**config.mk**
```make
export PLATFORM = sky130hd
export DESIGN_NAME = cpv_coord_scale
export DESIGN_NICKNAME = d
export VERILOG_FILES = /design/src/hw/rtl/cpv_pkg.sv /design/src/hw/rtl/cpv_coord_scale.sv
export SDC_FILE = /design/constraint.sdc
export NUM_CORES = 2
export LEC_CHECK = 0
export BUFFER_PORTS_ARGS = -buffer_cell sky130_fd_sc_hd__buf_2
export CORE_UTILIZATION = 40
export CTS_CLUSTER_SIZE = 12
export DETAILED_ROUTE_END_ITERATION = 12
export SYNTH_ARGS = -nofsm -noshare
export SYNTH_HDL_FRONTEND = slang
export SYNTH_SLANG_ARGS = --single-unit
```
**constraint.sdc**
```tcl
create_clock -name clk -period 18.23 [get_ports clk]
set_input_delay 3.646 -clock clk [delete_from_list [all_inputs] [get_ports clk]]
set_output_delay 3.646 -clock clk [all_outputs]
set_load 0.02 [all_outputs]
```
**src/hw/rtl/cpv_pkg.sv**
```systemverilog
`default_nettype none

package cpv_pkg;

	// fixed field widths
	localparam int unsigned COORD_W    = 32;
	localparam int unsigned POINT_W    = 40;
	localparam int unsigned TYPE_W     = 8;
	localparam int unsigned PROD_W     = 2 * COORD_W;
	localparam int unsigned SCALE_W    = 32;
	localparam int unsigned TOL_W      = 24;
	localparam int unsigned INDEX_W    = 32;
	localparam int unsigned IN_DATA_W  = 64;
	localparam int unsigned IN_USER_W  = 9;
	localparam int unsigned OUT_DATA_W = 312;
	localparam int unsigned OUT_USER_W = 4;
	localparam int unsigned CFG_ADDR_W = 3;
	localparam int unsigned CFG_DATA_W = 32;

	// parameter defaults
	localparam int unsigned FRACTION_BITS_DEF = 16;
	localparam int unsigned COUNT_WIDTH_DEF   = 32;

	// a contour with at least this many nodes is kept
	localparam logic [1:0] NODE_SAT = 2'd2;

	// signed 40-bit range of a scaled magnitude
	localparam logic [PROD_W-1:0] POS_LIMIT = 64'h0000_007F_FFFF_FFFF;
	localparam logic [PROD_W-1:0] NEG_LIMIT = 64'h0000_0080_0000_0000;

	// element types
	localparam logic [TYPE_W-1:0] ELEM_START   = 8'd0;
	localparam logic [TYPE_W-1:0] ELEM_CONTROL = 8'd1;
	localparam logic [TYPE_W-1:0] ELEM_CURVE   = 8'd2;
	localparam logic [TYPE_W-1:0] ELEM_LINE    = 8'd3;

	// register indexes (paddr[2])
	localparam logic REG_MM_PER_UNIT = 1'b0;
	localparam logic REG_WELD_TOL    = 1'b1;

	typedef enum logic [2:0] {
		KIND_MOVE    = 3'd0,
		KIND_LINE    = 3'd1,
		KIND_CUBIC   = 3'd2,
		KIND_KEPT    = 3'd3,
		KIND_DROPPED = 3'd4,
		KIND_ERROR   = 3'd5,
		KIND_DONE    = 3'd6
	} kind_t;

	typedef enum logic [3:0] {
		ISSUE_NONE          = 4'd0,
		ISSUE_CURVE_NO_CTRL = 4'd1,
		ISSUE_BAD_CURVE     = 4'd2,
		ISSUE_CTRL_BEFORE   = 4'd3,
		ISSUE_DANGLING      = 4'd4,
		ISSUE_BEFORE_START  = 4'd5,
		ISSUE_UNKNOWN_TYPE  = 4'd6,
		ISSUE_OVERFLOW      = 4'd7,
		ISSUE_BAD_SCALE     = 4'd8,
		ISSUE_BAD_TOL       = 4'd9
	} issue_t;

	typedef enum logic [1:0] {
		PS_AWAIT   = 2'd0,
		PS_CONTOUR = 2'd1,
		PS_ONE     = 2'd2,
		PS_TWO     = 2'd3
	} parse_state_t;

	typedef struct packed {
		logic                      ovf;
		logic signed [POINT_W-1:0] value;
	} scaled_t;

endpackage

`default_nettype wire

```
**src/hw/rtl/cpv_coord_scale.sv**
```systemverilog
`default_nettype none

module cpv_coord_scale (
	input  logic                              clk,
	input  logic                              load,
	input  logic [cpv_pkg::COORD_W-1:0]       mag,
	input  logic                              neg,
	input  logic [cpv_pkg::SCALE_W-1:0]       scale,
	output cpv_pkg::scaled_t                  result
);
	import cpv_pkg::*;

	logic [PROD_W-1:0] prod_s2;
	logic              neg_s2;

	// magnitude times scale, registered
	always_ff @(posedge clk) begin
		if (load) begin
			prod_s2 <= PROD_W'(mag) * PROD_W'(scale);
			neg_s2  <= neg;
		end
	end

	// range check and sign restore
	always_comb begin
		result.ovf   = neg_s2 ? (prod_s2 > NEG_LIMIT) : (prod_s2 > POS_LIMIT);
		result.value = neg_s2 ? POINT_W'(~prod_s2[POINT_W-1:0] + POINT_W'(1))
		                      : prod_s2[POINT_W-1:0];
	end

endmodule

`default_nettype wire

```
==> flow_summary.json <==
{
  "slew_viol_final": 0,
  "syn2layout_area_growth_pct": 4.28,
  "synthTopCellsByArea": "fa_1 49%, and2_1 10%, ha_1 9.1%",
  "async_flop_share_pct": 0,
  "route.detailed.drc": 0,
  "place.gp.congestion": 0.881,
  "critical_path_arrival_ns": 11.37,
  "finish.instance_area_um2": 37900,
  "dpl.hpwl_mm": 78.5,
  "cp_common_cell": "fa_1",
  "fmax_mhz": 89.1,
  "slew_headroom_pct": 41.4,
  "cts_buffer_depth": 2,
  "cap_violations": 0,
  "cpLargestDelayFamily": "adder cells",
  "num-nets-final": 5045,
  "synth_edf_count": 65,
  "root_buffer": "clkbuf_16",
  "numCtsBuffers": 9,
  "cts_sinks": 65,
  "grt_pass1_vias": 28142,
  "critPathBufInv": 3,
  "io_pins": 108,
  "seqCellArea_um2": 1950,
  "setup_viol": 0,
  "hold_path.class": "in -> reg",
  "grt_start_max_net_pins": 66,
  "multi_input_area_um2": 30300,
  "grt_overflow": 0,
  "core_area_um2": 90000,
  "post_cts_buffers": 0,
  "layout_worst_path_cycle_share_pct": 61.6,
  "ys_seq_area_share_pct": 5.37,
  "fillers": 8933,
  "syn_inst": 3909,
  "period_needed_ns": 11.22,
  "required_ns": 18.37,
  "die_height_um": 303,
  "antenna_found_initial": 6,
  "setup_tns_ns": 0,
  "cts_tree": "built",
  "synth_most_common_cell": "fa_1",
  "cpMaxStageDelayCell": "buf_2",
  "num_rows": 110,
  "synthTopCellsByCount": "896 x fa_1, 856 x inv_1, 604 x and2_1, 501 x nand2_1, 265 x ha_1",
  "synth_top_area_cell": "fa_1",
  "drt-total-wl_mm": 97.2,
  "ys_ff_latch": 65,
  "vias": 25677,
  "die-area_um2": 92000,
  "grt_use_total_pct": 22.1,
  "worstSetupEndpointType": "flip-flop",
  "finalHoldViolations": 0,
  "tightest_slew_ns": 0.879,
  "grt_pass1_wl_mm": 157,
  "port_buffers": 107,
  "critPathMaxFanout": 33,
  "clk_pin_slew_ns": 0.06,
  "grt_setup_unrepaired": "no",
  "ys.flop_type": "edfxtp_1",
  "htree_levels": 3,
  "postRouteAntennaNets": 0,
  "first_iter_violations": 1422,
  "start_kind": "primary input",
  "drive_gt1_share_pct": 4.32,
  "vias_per_cell": 5.14,
  "crit_chain": "buf_2, and2_1, fa_1, fa_1, inv_1, fa_1, fa_1, inv_1, fa_1, fa_1, fa_1, fa_1, ha_1, and4_1, and2_1, nand2_1, a21oi_1, o21bai_2, a21oi_1, a21oi_1, o21ai_1, xor2_1",
  "cpPeakStageDelay_ns": 0.65,
  "worst-setup-path-type": "in -> reg",
  "syn_area_um2": 36300,
  "die_width_um": 303,
  "holdBufCountCts": 0,
  "drt-wirelength-per-cell_um": 19.4,
  "outcome": "finished, final reports clean",
  "syn_avg_cell_area_um2": 9.29,
  "postSynthNetCount": 5137,
  "ctsResizeCount": 0,
  "start_util_pct": 40.4,
  "ys_types": 69,
  "placed_area_um2": 37600,
  "yosysTopAreaCellShare_pct": 49.4,
  "firstDrtPassIters": 5,
  "ys_warn_count": 0
}
-- per-layer routing --
layer,share of wire (%),vias up,global-route usage [%],routed length (um)
li1,-,11329,-,-
met1,39,13573,26.9,38300
met2,54,613,41.5,52500
met3,3.3,158,1.43,3210
met4,3.3,4,6.50,3190
met5,0.024,-,0,23
-- worst paths after layout --
path,end,cells past startpoint,start
hold / removal,neg_s2,1,neg
setup / recovery,prod_s2[51],22,mag[13]
-- registers in the layout, indices dropped and copies added, names as in the netlist --
register,flops
prod_s2,64
neg_s2,1
-- cell usage in the layout, fill, tap and decap left out, types with 3 or more instances in the layout --
cell and count:
buf_4 15, o41ai_1 3, nand2_1 501, clkbuf_16 9, buf_2 107, a21o_1 20
nor2_1 37, and2_1 604, or3_1 3, fa_1 896, a21boi_1 3, ha_1 265
nand3_1 20, o22ai_1 4, a41oi_1 4, o31ai_1 10, and4_1 5, nand4_1 27
inv_1 856, o21ai_1 16, nor3_1 12, a21boi_0 3, nand2b_1 3, o21ai_0 49
or4_1 7, nand2_2 4, a211oi_1 8, xor2_1 28, o21a_1 8, a21oi_1 73
a31oi_1 6, xnor2_1 71, edfxtp_1 65, o31ai_2 4, and3_1 6, o211ai_1 4
o21bai_1 12, nor4_1 9
-- logic make-up after synthesis --
logic type	count (synthesis)	synth area share, %
adders and majority gates	1161	58.5
buffers and inverters	1081	11.2
muxes	1	0.0310
AOI/OAI and AO/OA	250	4.50
DFF	65	5.37
and+or+nand+nor	1252	18.0
xor gates and xnor gates	99	2.39
-- through the flow --
step | worst slack (ns) | util (%) | std cells | hold WS, ns
finish | 7.01 | 42.1 | 4999 | 3.48
global route | 6.70 | 42.1 | 4998 | 3.47
CTS | 7.08 | 42.1 | 4997 | 3.47
detailed placement | 6.73 | 41.8 | 4982 | 3.83
global placement | 6.79 | 41.8 | 4982 | 3.83
floorplan | 8.09 | - | 3909 | 3.74
-- cell type report --
class,instances,area share (%)
timing repair buffer,122,1.71
multi-input combinational,2763,80.0
clock inverter,6,0.175
antenna,2,0.0132
inverter,856,8.48
sequential,65,5.15
tap,1176,3.88
clock buffer,9,0.594
Power is left out: the tool's default activity adds up to more than one toggle a clock period on the data nets, which glitch-free logic cannot reach.
